`src/rtl/cbd_pkg.sv`:
```
package cbd_pkg;

  localparam int LANES      = 8;
  localparam int CELL_COUNT = 8;
  localparam int VOLT_W     = 13;
  localparam int DUTY_W     = 7;
  localparam int BAND_W     = 8;
  localparam int REG_W      = 13;
  localparam int REG_IDX_W  = 2;

  typedef logic [VOLT_W-1:0] volt_t;
  typedef logic [DUTY_W-1:0] duty_t;
  typedef logic [BAND_W-1:0] band_t;
  typedef logic [1:0]        action_t;
  typedef logic [LANES-1:0][VOLT_W-1:0] volt_vec_t;

  // action codes
  localparam action_t ACT_MEASURE = 2'd0;
  localparam action_t ACT_TOGGLE  = 2'd1;
  localparam action_t ACT_LOAD    = 2'd2;

  // register indexes
  localparam logic [REG_IDX_W-1:0] REG_TERM_VOLT_MAX   = 2'd0;
  localparam logic [REG_IDX_W-1:0] REG_TERM_HYSTERESIS = 2'd1;
  localparam logic [REG_IDX_W-1:0] REG_TERM_RANGE      = 2'd2;
  localparam logic [REG_IDX_W-1:0] REG_DUTY_LIMIT      = 2'd3;

  localparam volt_t LOWEST_START = 13'd5000;
  localparam volt_t TERM_RESET   = 13'd3600;
  localparam duty_t DUTY_TOP     = 7'd100;

  localparam volt_t RST_TERM_VOLT_MAX   = 13'd3600;
  localparam band_t RST_TERM_HYSTERESIS = 8'd10;
  localparam band_t RST_TERM_RANGE      = 8'd20;
  localparam duty_t RST_DUTY_LIMIT      = 7'd75;

  // per-transaction control shared by all cell lanes
  typedef struct packed {
    logic    fire;
    action_t action;
    logic    active;
    volt_t   bound;
    duty_t   limit;
    band_t   hyst;
    volt_t   term_max;
  } lane_ctrl_t;

endpackage

```
`src/rtl/cbd_min_tree.sv`:
```
module cbd_min_tree (
  input  cbd_pkg::volt_vec_t values,
  output cbd_pkg::volt_t     lowest
);

  cbd_pkg::volt_t lvl0 [cbd_pkg::LANES];
  cbd_pkg::volt_t lvl1 [cbd_pkg::LANES/2];
  cbd_pkg::volt_t lvl2 [cbd_pkg::LANES/4];
  cbd_pkg::volt_t lvl3;

  // unused lanes sit at the start value so they never win
  always_comb begin
    for (int i = 0; i < cbd_pkg::LANES; i++) begin
      lvl0[i] = (i < cbd_pkg::CELL_COUNT) ? values[i] : cbd_pkg::LOWEST_START;
    end
    for (int i = 0; i < cbd_pkg::LANES/2; i++) begin
      lvl1[i] = (lvl0[2*i] < lvl0[2*i+1]) ? lvl0[2*i] : lvl0[2*i+1];
    end
    for (int i = 0; i < cbd_pkg::LANES/4; i++) begin
      lvl2[i] = (lvl1[2*i] < lvl1[2*i+1]) ? lvl1[2*i] : lvl1[2*i+1];
    end
    lvl3   = (lvl2[0] < lvl2[1]) ? lvl2[0] : lvl2[1];
    lowest = (lvl3 < cbd_pkg::LOWEST_START) ? lvl3 : cbd_pkg::LOWEST_START;
  end

endmodule

```
`src/rtl/cbd_lane.sv`:
```
module cbd_lane (
  input  logic                clk,
  input  logic                rst,
  input  cbd_pkg::lane_ctrl_t ctrl,
  input  cbd_pkg::volt_t      value,
  output cbd_pkg::duty_t      duty
);

  cbd_pkg::volt_t            term;
  cbd_pkg::volt_t            term_raised;
  cbd_pkg::volt_t            term_next;
  cbd_pkg::duty_t            duty_next;
  logic [cbd_pkg::VOLT_W:0]  hyst_ext;
  logic                      step_up;
  logic                      step_down;

  always_comb begin
    hyst_ext    = {{(cbd_pkg::VOLT_W + 1 - cbd_pkg::BAND_W){1'b0}}, ctrl.hyst};
    term_raised = (term < ctrl.bound) ? ctrl.bound : term;
    // v > t + h and v + h < t, both in one extra bit
    step_up     = ({1'b0, term_raised} + hyst_ext) < {1'b0, value};
    step_down   = ({1'b0, value} + hyst_ext) < {1'b0, term_raised};

    duty_next = duty;
    term_next = term;
    case (ctrl.action)
      cbd_pkg::ACT_MEASURE: begin
        if (ctrl.active) begin
          term_next = term_raised;
          if (step_up && (duty < ctrl.limit)) begin
            duty_next = duty + 1'b1;
          end else if (step_down && (duty != '0)) begin
            duty_next = duty - 1'b1;
          end
        end else begin
          term_next = (value < ctrl.term_max) ? value : ctrl.term_max;
        end
      end
      cbd_pkg::ACT_TOGGLE: begin
        if (ctrl.active) begin
          duty_next = '0;
        end
      end
      cbd_pkg::ACT_LOAD: begin
        if (value > {{(cbd_pkg::VOLT_W - cbd_pkg::DUTY_W){1'b0}}, cbd_pkg::DUTY_TOP}) begin
          duty_next = cbd_pkg::DUTY_TOP;
        end else begin
          duty_next = value[cbd_pkg::DUTY_W-1:0];
        end
      end
      default: begin
      end
    endcase
  end

  always_ff @(posedge clk) begin
    if (rst) begin
      duty <= '0;
      term <= cbd_pkg::TERM_RESET;
    end else if (ctrl.fire) begin
      duty <= duty_next;
      term <= term_next;
    end
  end

endmodule

```
`src/rtl/cell_balance_duty_controller.sv`:
```
// Eight-cell bleed balancing controller.
// Input channel: in_valid / in_stall carry one transaction of an action code
// (measure, toggle balancing, load duties) and eight cell values. Output
// channel: out_valid / out_stall return one transaction per input with the
// balancing flag and the eight duties as they stand after that input.
// Configuration: cfg_we writes cfg_data into register cfg_index at once;
// write only while no transaction is in flight.
// Stages: an accepted transaction moves from the input stage into the result
// stage once that is free. The first stage registers the item together with
// the lowest cell voltage from the min tree; the second updates the per-cell
// duty and termination registers, which are also the result registers.
// Throughput: one transaction per cycle while out_stall is low.
// Stall: a held result freezes the per-cell state; one further transaction
// is taken into the input stage, after which in_stall rises.
// Reset (synchronous, rst high): balancing off, duties zero, terminations
// 3600 mV, registers at their defaults, both channels empty.
module cell_balance_duty_controller (
  input  logic                            clk,
  input  logic                            rst,
  // configuration
  input  logic                            cfg_we,
  input  logic [cbd_pkg::REG_IDX_W-1:0]   cfg_index,
  input  logic [cbd_pkg::REG_W-1:0]       cfg_data,
  // input channel
  input  logic                            in_valid,
  output logic                            in_stall,
  input  logic [1:0]                      action,
  input  logic [12:0]                     cell_value_0,
  input  logic [12:0]                     cell_value_1,
  input  logic [12:0]                     cell_value_2,
  input  logic [12:0]                     cell_value_3,
  input  logic [12:0]                     cell_value_4,
  input  logic [12:0]                     cell_value_5,
  input  logic [12:0]                     cell_value_6,
  input  logic [12:0]                     cell_value_7,
  // output channel
  output logic                            out_valid,
  input  logic                            out_stall,
  output logic                            balancing_on,
  output logic [6:0]                      duty_0,
  output logic [6:0]                      duty_1,
  output logic [6:0]                      duty_2,
  output logic [6:0]                      duty_3,
  output logic [6:0]                      duty_4,
  output logic [6:0]                      duty_5,
  output logic [6:0]                      duty_6,
  output logic [6:0]                      duty_7
);

  // configuration registers
  cbd_pkg::volt_t term_volt_max;
  cbd_pkg::band_t term_hysteresis;
  cbd_pkg::band_t term_range;
  cbd_pkg::duty_t duty_limit;

  // input stage
  logic               s1_valid;
  cbd_pkg::action_t   s1_action;
  cbd_pkg::volt_vec_t s1_value;
  cbd_pkg::volt_t     s1_lowest;

  cbd_pkg::volt_vec_t in_value;
  cbd_pkg::volt_t     lowest;

  logic                        active;
  logic                        out_free;
  logic                        fire;
  logic                        in_fire;
  logic [cbd_pkg::VOLT_W:0]    bound_sum;
  cbd_pkg::volt_t              bound;
  cbd_pkg::duty_t              limit;
  cbd_pkg::lane_ctrl_t         ctrl;
  cbd_pkg::duty_t              lane_duty [cbd_pkg::LANES];

  assign in_value[0] = cell_value_0;
  assign in_value[1] = cell_value_1;
  assign in_value[2] = cell_value_2;
  assign in_value[3] = cell_value_3;
  assign in_value[4] = cell_value_4;
  assign in_value[5] = cell_value_5;
  assign in_value[6] = cell_value_6;
  assign in_value[7] = cell_value_7;

  // Handshake: the result stage advances when empty or taken; the input
  // stage drains into it and refills in the same cycle.
  assign out_free = !out_valid || !out_stall;
  assign fire     = s1_valid && out_free;
  assign in_stall = s1_valid && !out_free;
  assign in_fire  = in_valid && !in_stall;

  // Configuration writes.
  always_ff @(posedge clk) begin
    if (rst) begin
      term_volt_max   <= cbd_pkg::RST_TERM_VOLT_MAX;
      term_hysteresis <= cbd_pkg::RST_TERM_HYSTERESIS;
      term_range      <= cbd_pkg::RST_TERM_RANGE;
      duty_limit      <= cbd_pkg::RST_DUTY_LIMIT;
    end else if (cfg_we) begin
      case (cfg_index)
        cbd_pkg::REG_TERM_VOLT_MAX:   term_volt_max   <= cfg_data[cbd_pkg::VOLT_W-1:0];
        cbd_pkg::REG_TERM_HYSTERESIS: term_hysteresis <= cfg_data[cbd_pkg::BAND_W-1:0];
        cbd_pkg::REG_TERM_RANGE:      term_range      <= cfg_data[cbd_pkg::BAND_W-1:0];
        cbd_pkg::REG_DUTY_LIMIT:      duty_limit      <= cfg_data[cbd_pkg::DUTY_W-1:0];
        default: begin
        end
      endcase
    end
  end

  // Lowest-voltage search runs ahead of the input register.
  cbd_min_tree u_min_tree (
    .values (in_value),
    .lowest (lowest)
  );

  always_ff @(posedge clk) begin
    if (rst) begin
      s1_valid <= 1'b0;
    end else if (in_fire) begin
      s1_valid <= 1'b1;
    end else if (fire) begin
      s1_valid <= 1'b0;
    end
  end

  // Payload of the input stage needs no reset.
  always_ff @(posedge clk) begin
    if (in_fire) begin
      s1_action <= action;
      s1_value  <= in_value;
      s1_lowest <= lowest;
    end
  end

  // Termination floor: min(lowest + range, ceiling).
  always_comb begin
    bound_sum = {1'b0, s1_lowest}
              + {{(cbd_pkg::VOLT_W + 1 - cbd_pkg::BAND_W){1'b0}}, term_range};
    if (bound_sum < {1'b0, term_volt_max}) begin
      bound = bound_sum[cbd_pkg::VOLT_W-1:0];
    end else begin
      bound = term_volt_max;
    end
    limit = (duty_limit > cbd_pkg::DUTY_TOP) ? cbd_pkg::DUTY_TOP : duty_limit;
  end

  assign ctrl = '{
    fire:     fire,
    action:   s1_action,
    active:   active,
    bound:    bound,
    limit:    limit,
    hyst:     term_hysteresis,
    term_max: term_volt_max
  };

  // Balancing flag flips on a toggle.
  always_ff @(posedge clk) begin
    if (rst) begin
      active <= 1'b0;
    end else if (fire && (s1_action == cbd_pkg::ACT_TOGGLE)) begin
      active <= !active;
    end
  end

  // Result valid: set when a transaction completes, drop once taken.
  always_ff @(posedge clk) begin
    if (rst) begin
      out_valid <= 1'b0;
    end else if (fire) begin
      out_valid <= 1'b1;
    end else if (!out_stall) begin
      out_valid <= 1'b0;
    end
  end

  // One lane per cell in use; lanes beyond the cell count read as zero.
  for (genvar i = 0; i < cbd_pkg::LANES; i++) begin : g_lane
    if (i < cbd_pkg::CELL_COUNT) begin : g_used
      cbd_lane u_lane (
        .clk   (clk),
        .rst   (rst),
        .ctrl  (ctrl),
        .value (s1_value[i]),
        .duty  (lane_duty[i])
      );
    end else begin : g_unused
      assign lane_duty[i] = '0;
    end
  end

  // The per-cell state registers double as the result registers: they only
  // change when a new result is loaded.
  assign balancing_on = active;
  assign duty_0 = lane_duty[0];
  assign duty_1 = lane_duty[1];
  assign duty_2 = lane_duty[2];
  assign duty_3 = lane_duty[3];
  assign duty_4 = lane_duty[4];
  assign duty_5 = lane_duty[5];
  assign duty_6 = lane_duty[6];
  assign duty_7 = lane_duty[7];

`ifndef SYNTHESIS
  a_duty_in_range: assert property (@(posedge clk) disable iff (rst)
    (duty_0 <= cbd_pkg::DUTY_TOP) && (duty_1 <= cbd_pkg::DUTY_TOP) &&
    (duty_2 <= cbd_pkg::DUTY_TOP) && (duty_3 <= cbd_pkg::DUTY_TOP) &&
    (duty_4 <= cbd_pkg::DUTY_TOP) && (duty_5 <= cbd_pkg::DUTY_TOP) &&
    (duty_6 <= cbd_pkg::DUTY_TOP) && (duty_7 <= cbd_pkg::DUTY_TOP))
    else $error("duty above full scale");

  a_toggle_off_clears: assert property (@(posedge clk) disable iff (rst)
    fire && (s1_action == cbd_pkg::ACT_TOGGLE) && active |=>
      !balancing_on && (duty_0 == '0) && (duty_1 == '0) && (duty_2 == '0) &&
      (duty_3 == '0) && (duty_4 == '0) && (duty_5 == '0) && (duty_6 == '0) &&
      (duty_7 == '0))
    else $error("switching balancing off left a duty set");

  a_track_keeps_duty: assert property (@(posedge clk) disable iff (rst)
    fire && (s1_action == cbd_pkg::ACT_MEASURE) && !active |=>
      $stable(duty_0) && $stable(duty_3) && $stable(duty_7) && !balancing_on)
    else $error("measurement while inactive changed a duty");

  a_state_frozen_on_stall: assert property (@(posedge clk) disable iff (rst)
    out_valid && out_stall |=> $stable(balancing_on) && $stable(duty_0))
    else $error("state moved while the result was held");
`endif

endmodule
```
`config.mk`:
```
export PLATFORM = sky130hd
export DESIGN_NAME = cell_balance_duty_controller
export DESIGN_NICKNAME = d
export VERILOG_FILES = /design/src/rtl/cbd_pkg.sv /design/src/rtl/cbd_min_tree.sv /design/src/rtl/cbd_lane.sv /design/src/rtl/cell_balance_duty_controller.sv
export SDC_FILE = /design/constraint.sdc
export NUM_CORES = 2
export LEC_CHECK = 0
export ABC_CLOCK_PERIOD_IN_PS = 11400
export CORE_ASPECT_RATIO = 1.5
export CORE_UTILIZATION = 55
export DETAILED_ROUTE_END_ITERATION = 6
export DONT_BUFFER_PORTS = 1
export GPL_ROUTABILITY_DRIVEN = 0
export HOLD_SLACK_MARGIN = 0.08
export PLACE_DENSITY_LB_ADDON = 0.3
export SLEW_MARGIN = 20
export SYNTH_ARGS = -nofsm -noshare
export SYNTH_HDL_FRONTEND = slang
export SYNTH_SLANG_ARGS = --single-unit
```
`constraint.sdc`:
```
create_clock -name clk -period 11.4 [get_ports clk]
set_input_delay 1.71 -clock clk [delete_from_list [all_inputs] [get_ports clk]]
set_output_delay 1.71 -clock clk [all_outputs]
set_load 0.1 [all_outputs]
```
Word level (Yosys, flattened, before mapping)

Cells that the tools add are included.

Register bits after elaboration: 318
Bits of input ports: 126
Output and inout bits: 59
Word-level logic and storage cells: 269

Add/sub/neg operators: 33
Magnitude comparators: 58
Eq/ne operators: 16
Mux-type cells: 78
Reduce and logical (&&, ||, !) cells: 51

Operators by type and width:

| kind                 | count |
|---|---|
| $mux 13              | 32 |
| $lt 13x13->1         | 23 |
| $add 13x8->14        | 17 |
| $lt 14x13->1         | 17 |
| $mux 7               | 34 |
| $pmux 7 s3           | 8 |
| $gt 13x7->1 const B  | 8 |
| $add 7x1->7 const B  | 8 |
| $lt 7x7->1           | 8 |
| $reduce_bool 7->1    | 8 |
| $sub 7x1->7 const B  | 8 |
| $reduce_and 5->1     | 8 |
| $ne 3x1->1 const B   | 8 |
| $logic_and 1x1->1    | 20 |
| $lt 13x13->1 const B | 1 |
| $reduce_and 2->1     | 5 |
| $gt 7x7->1 const B   | 1 |
| $eq 2x2->1 const B   | 3 |
| $logic_not 1->1      | 5 |
| $eq 2x1->1 const B   | 2 |
| $logic_not 2->1      | 2 |
| $mux 1               | 4 |
| $ne 2x2->1 const B   | 2 |
| $reduce_bool 3->1    | 1 |
| other kinds (3)      | 3 |

Logic depth before layout (Yosys ltp)

Depth after elaboration: 11
Depth in mapped cells: 61
Mapped depth without buffers: 57

Hierarchy

Synthesis repeated with hierarchy kept, for this count alone.

Cells, all modules: 4868
Area total of the unflattened synthesis: 39419.1 um2

Modules (own cells, without submodules):

| module                                 | instances | cells an instance | area each (um2) | sequential area each (um2) |
|---|---|---|---|---|
| cbd_lane (g_lane[1].g_used.u_lane ...) | 2         | 507               | 3878.7          | 400.4 |
| cbd_lane (g_lane[6].g_used.u_lane ...) | 2         | 489               | 3682.3          | 400.4 |
| cbd_lane (g_lane[0].g_used.u_lane ...) | 2         | 500               | 3668.5          | 400.4 |
| cell_balance_duty_controller           | 1         | 402               | 5962.0          | 4354.2 |
| cbd_lane (g_lane[3].g_used.u_lane)     | 1         | 498               | 3829.9          | 400.4 |
| cbd_lane (g_lane[2].g_used.u_lane)     | 1         | 498               | 3662.3          | 400.4 |
| cbd_min_tree                           | 1         | 478               | 3505.9          | 0.0 |

Worst setup path before layout

OpenSTA, ideal clock, no wires.

Kind: reg-to-reg
Start point: register s1_lowest[4]
End point: register g_lane[7].g_used.u_lane.duty[6]
Setup time: 0.142 ns
Data arrival time: 11.314 ns
Required time: 11.258 ns
Path slack: -0.056 ns
Stages on the path, launching flop included: 57
Buffers on the path: 5
Clock period less this slack: 11.456 ns
Path through: edfxtp_1 ha_1 a21o_1 or3_1 o21a_1 a21oi_1 o311ai_0 ha_1 a21o_1 a21o_1 a211o_2 a211oi_2 buf_2 buf_4 clkbuf_1 nand2_1 o21ai_1 inv_1 [... 21 more ...] nand2_1 nor2_1 a2111oi_0 o21ai_0 a31oi_1 o211ai_1 ha_1 nor2b_1 o21ai_0 a21oi_1 o21a_1 nor2_1 xnor2_1 nor3b_1 a221oi_1 a21oi_1 a2111oi_0 a211oi_1

Word-level cells in the longest chain between the ends: 11
Elaborated cells on any way between the ends: 15
Classes of those cells: 2 x add/sub; 4 x order compare; 1 x eq/ne; 5 x mux; 3 x reduce/logical

Ends and longest elaborated chain:

| element                | RTL line                            | RTL |
|---|---|---|
| from (decl)            | cell_balance_duty_controller.sv:60  | `cbd_pkg::volt_t s1_lowest;` |
| from (signal assigned) | cell_balance_duty_controller.sv:131 | `s1_lowest <= lowest;` |
| $add 13x8->14 (*)      | cell_balance_duty_controller.sv:138 | `+ {{(cbd_pkg::VOLT_W + 1 - cbd_pkg::BAND_W){1'b0}}, term_range};` |
| $lt 14x13->1           | cell_balance_duty_controller.sv:139 | `if (bound_sum < {1'b0, term_volt_max}) begin` |
| $mux 13 (*)            | cell_balance_duty_controller.sv:139 |  |
| $lt 13x13->1           | cbd_lane.sv:19                      | `term_raised = (term < ctrl.bound) ? ctrl.bound : term;` |
| $mux 13 (*)            | cbd_lane.sv:19                      |  |
| $add 13x8->14          | cbd_lane.sv:21                      | `step_up = ({1'b0, term_raised} + hyst_ext) < {1'b0, value};` |
| $lt 14x13->1           | cbd_lane.sv:21                      |  |
| $logic_and 1x1->1      | cbd_lane.sv:30                      | `if (step_up && (duty < ctrl.limit)) begin` |
| $mux 7                 | cbd_lane.sv:30                      |  |
| $mux 7                 | cbd_lane.sv:28                      | `if (ctrl.active) begin` |
| $pmux 7 s3             | cbd_lane.sv:26                      | `case (ctrl.action)` |
| to (signal assigned)   | cbd_lane.sv:61                      | `duty <= duty_next;` |
| to (decl)              | cbd_lane.sv:6                       | `output cbd_pkg::duty_t duty` |

Every way passes the cells marked *; elsewhere a longest branch is shown, timed or not. The select of a mux whose other input is x is not followed.
A chain may end at the register's enable or synchronous reset.

Worst setup path after layout

Start point: register s1_lowest[1]
End point: register g_lane[6].g_used.u_lane.duty[6]

Word-level cells in the longest chain between the ends: 11
Elaborated cells on any way between the ends: 15
Classes of those cells: 2 x add/sub; 4 x order compare; 1 x eq/ne; 5 x mux; 3 x reduce/logical

Ends and longest elaborated chain:

| element              | RTL line |
|---|---|
| $add 13x8->14 (*)    | cell_balance_duty_controller.sv:138 |
| $lt 14x13->1         | cell_balance_duty_controller.sv:139 |
| $mux 13 (*)          | cell_balance_duty_controller.sv:139 |
| $lt 13x13->1         | cbd_lane.sv:19 |
| $mux 13 (*)          | cbd_lane.sv:19 |
| $add 13x8->14        | cbd_lane.sv:21 |
| $lt 14x13->1         | cbd_lane.sv:21 |
| $logic_and 1x1->1    | cbd_lane.sv:30 |
| $mux 7               | cbd_lane.sv:30 |
| $mux 7               | cbd_lane.sv:28 |
| $pmux 7 s3           | cbd_lane.sv:26 |
| to (signal assigned) | cbd_lane.sv:61 |
| to (decl)            | cbd_lane.sv:6 |

Marks and branches as above.

==> results.sh <==
export IMPL_slew_limit_headroom_pct=21.4
export IMPL_power_mw=12.5
export IMPL_routed_wirelength_um=150000
export IMPL_hpwl_um=111000
export IMPL_cts_buffers=36
export IMPL_nNetsFinal=5326
export IMPL_synth_commonest_cells="ha_1, a21oi_1, inv_1"
export IMPL_cpMostUsedCell="a21o_1"
export IMPL_syn_area_per_cell_um2=8.38
export IMPL_crit_path_start="s1_lowest[1]"
export IMPL_max_cap_violations=0
export IMPL_cp_data_arrival_time_ns=11.54
export IMPL_grt_pass1_wl_um=217000
export IMPL_worst_setup_path_type="register to register"
export IMPL_ys_seq_area_share_pct=20.3
export IMPL_synthToLayoutAreaGrowth_pct=9.33
export IMPL_rsz0062_at_grt="yes"
export IMPL_drc=0
export IMPL_synth_area_um2=37200
export IMPL_port_buffers=0
export IMPL_async_flop_share_pct=0
export IMPL_crit_buf_inv=4
export IMPL_cp_depth=48
export IMPL_fin_crit_sh_pct=96.9
export IMPL_finalHoldViolCount=0
export IMPL_synth_cell_types=101
export IMPL_fillers=5993
export IMPL_antenna_found_initial=6
export IMPL_grt_pass1_vias=35128
export IMPL_hold_path_class="register to register"
export IMPL_grt_max_degree=158
export IMPL_worstPathMaxFanout=7
export IMPL_die_area_um2=68700
export IMPL_die_x_um=214
export IMPL_clock_latency_ns=0.62
export IMPL_vias=36470
export IMPL_maxSlewViolCount=0
export IMPL_setup_viol=0
export IMPL_post_drt_wl_per_cell_um=27.6
export IMPL_fp_dieH_um=321
export IMPL_r2r_start="s1_lowest[1]"
export IMPL_synth_cells=4441
export IMPL_coreArea_um2=66800
export IMPL_worst_pin_slew_ns=1.18
export IMPL_ff2ff_setup_slack_ns=0.35
export IMPL_powerDensity_nw_per_um2=308
export IMPL_yosysTopAreaCell="ha_1"
export IMPL_h_tree_depth=2
export IMPL_crit_slowest_cell="xnor2_1"
export IMPL_post_drt_via_cell_ratio=6.72
export IMPL_synthFlopType="dfxtp_1"
export IMPL_outcome="finished clean"
export IMPL_timing_hold_ws_ns=0.466
export IMPL_r2r_cells=48
export IMPL_yosysTopAreaCellShare_pct=22.5
export IMPL_fin_worst_skew_ns=0.0464
export IMPL_min_period_ns=11.05
export IMPL_synth_nets=5260
export IMPL_cts_sinks=318
export IMPL_crit_family="compound AO/OA/AOI/OAI gates"
export IMPL_ys_ff_latch=318
export IMPL_antenna_left=0
export IMPL_synth_area_top_cells="ha_1, dfxtp_1, edfxtp_1"
export IMPL_yosysMostFrequentCell="ha_1"
export IMPL_start_util_pct=55.8
export IMPL_clk_pin_slew_ns=0.07
export IMPL_vdd_ir_drop_max_v=0.000201
export IMPL_clockBufferDepth=3
export IMPL_final_layout_size_suffix_gt1_share_pct=9.06
export IMPL_drtPass1Iterations=6
export IMPL_crit_path_max_incr_delay_ns=0.47
export IMPL_io_pin_count=185
export IMPL_root_buffer="clkbuf_16"
export IMPL_gr_total_overflow=0
export IMPL_holdBufCountCts=0
export IMPL_row_count=116
export IMPL_end_kind="register"
export IMPL_max_freq_mhz=90.5
export IMPL_ys_warn_count=0
export IMPL_worstHoldPathCells=2
export IMPL_cp_start_kind="register"
export IMPL_cp_endpoint="g_lane[6].g_used.u_lane.duty[6]"
export IMPL_leakage_nw=19.3
export IMPL_required_ns=11.89
export IMPL_worstReg2RegEnd="g_lane[6].g_used.u_lane.duty[6]"
export IMPL_cts_tree="built"
export IMPL_synth_edf_count=119
export IMPL_grt_usage_pct=42.3
export IMPL_drt_iter0_drc=3557
placed cells by master, fill, tap and decap left out, types with 17 or more instances in the layout:
master,synthesis,layout
clkbuf_16,0,36
dfxtp_1,199,193
xor2_1,58,57
o21ai_1,11,20
or2_2,21,20
edfxtp_1,119,119
o211ai_1,97,97
nand4_1,40,40
a31oi_1,25,23
nor2b_1,55,52
fa_1,25,23
nor4_1,34,33
o21ai_0,170,158
inv_1,391,386
nor3_1,59,55
nand3_1,99,98
xnor2_1,179,179
mux2_2,27,27
nor2_1,233,230
o21bai_1,53,50
a2111oi_0,19,17
o21a_1,55,55
nand2b_1,41,41
a21oi_1,432,420
ha_1,668,662
a21o_1,214,213
mux2i_1,252,246
a211oi_1,63,60
buf_4,4,170
nand2_1,359,354
and3_1,27,26
sequential cells by signal, indices dropped and copies added, names as in the netlist, 2 cells and up:
signal	flops
duty_limit	7
term_volt_max	13
s1_lowest	13
s1_value	104
g_lane.g_used.u_lane.term	104
g_lane.g_used.u_lane.duty	56
term_range	8
s1_action	2
term_hysteresis	8
where the power goes:
part / internal, mW / switching (mW)
clock: 0.683 / 0.571
sequential: 1.30 / 0.238
combinational: 3.97 / 5.78
total: 5.95 / 6.59
per-stage QoR:
stage / cells / utilization [%] / area [um2] / TNS [ns] / worst slack [ns]
finish: 5424 / 61.0 / 40700 / 0 / 0.354
floorplan: 4441 / - / 37200 / 0 / 0.0590
CTS: 5401 / 60.2 / 40200 / 0 / 0.0146
detailed placement: 5334 / 58.4 / 39000 / -0.487 / -0.254
global route: 5420 / 60.9 / 40700 / -0.623 / -0.193
global placement: 5334 / 58.4 / 39000 / 0 / 0.0480
routing by layer:
layer / track usage, % / routed length (um) / part of all wire (%) / up-vias
met3: 13.5 / 17900 / 12 / 872
met1: 44.7 / 49800 / 33 / 16899
met5: 0 / 89 / 0.060 / -
met4: 42.3 / 17500 / 12 / 6
li1: - / - / - / 16418
met2: 65.6 / 64200 / 43 / 2275
worst min-delay path, cell delays in order, from the launching register on:
cell     delay, ns
dfxtp_1       0.31
nand2_1       0.05
a21oi_1       0.06
cell families (layout without fill, tap and decap cells):
logic type / after synthesis / in the layout / share of synthesized area, %
multiplexers: 282 / 282 / 7.71
AO/OA/AOI/OAI: 1325 / 1325 / 23.7
adder cells (fa/ha/maj): 700 / 700 / 24.0
flip-flops: 318 / 318 / 20.3
AND/OR/NAND/NOR: 1031 / 1031 / 13.0
other: 0 / 5 / 0
XOR/XNOR: 237 / 237 / 5.58
buffers and inverters: 548 / 641 / 5.66
cell type report:
type,count,area (um2),share of cell area (%)
Clock inverter,20,216,0.532
Timing Repair Buffer,176,1350,3.31
Antenna cell,5,12.5,0.0307
Tap cell,885,1110,2.72
Inverter,400,1500,3.69
Multi-Input combinational cell,3575,28000,68.7
Sequential cell,318,7570,18.6
Clock buffer,45,975,2.39
worst min path at each step:
| stage | start | slack [ns] | end |
|---|---|---|---|
| 2_1_floorplan | term_volt_max[8] | 0.44 | term_volt_max[8] |
| 3_3_place_gp | term_volt_max[8] | 0.44 | term_volt_max[8] |
| 3_5_place_dp | term_volt_max[8] | 0.45 | term_volt_max[8] |
| 4_1_cts | term_volt_max[8] | 0.46 | term_volt_max[8] |
| 5_1_grt | term_range[6] | 0.50 | term_range[6] |
| 6_report | term_volt_max[8] | 0.47 | term_volt_max[8] |
repair_timing:
action / 4_1_cts / 5_1_grt
resized for setup: 5 / 86
setup buffers: 2 / 18
endpoints found under the setup margin: 6 / 27
hold endpoints to repair: 0 / 0
pin swaps: 1 / 17
No activity file was read; power rests on OpenSTA's default activity.
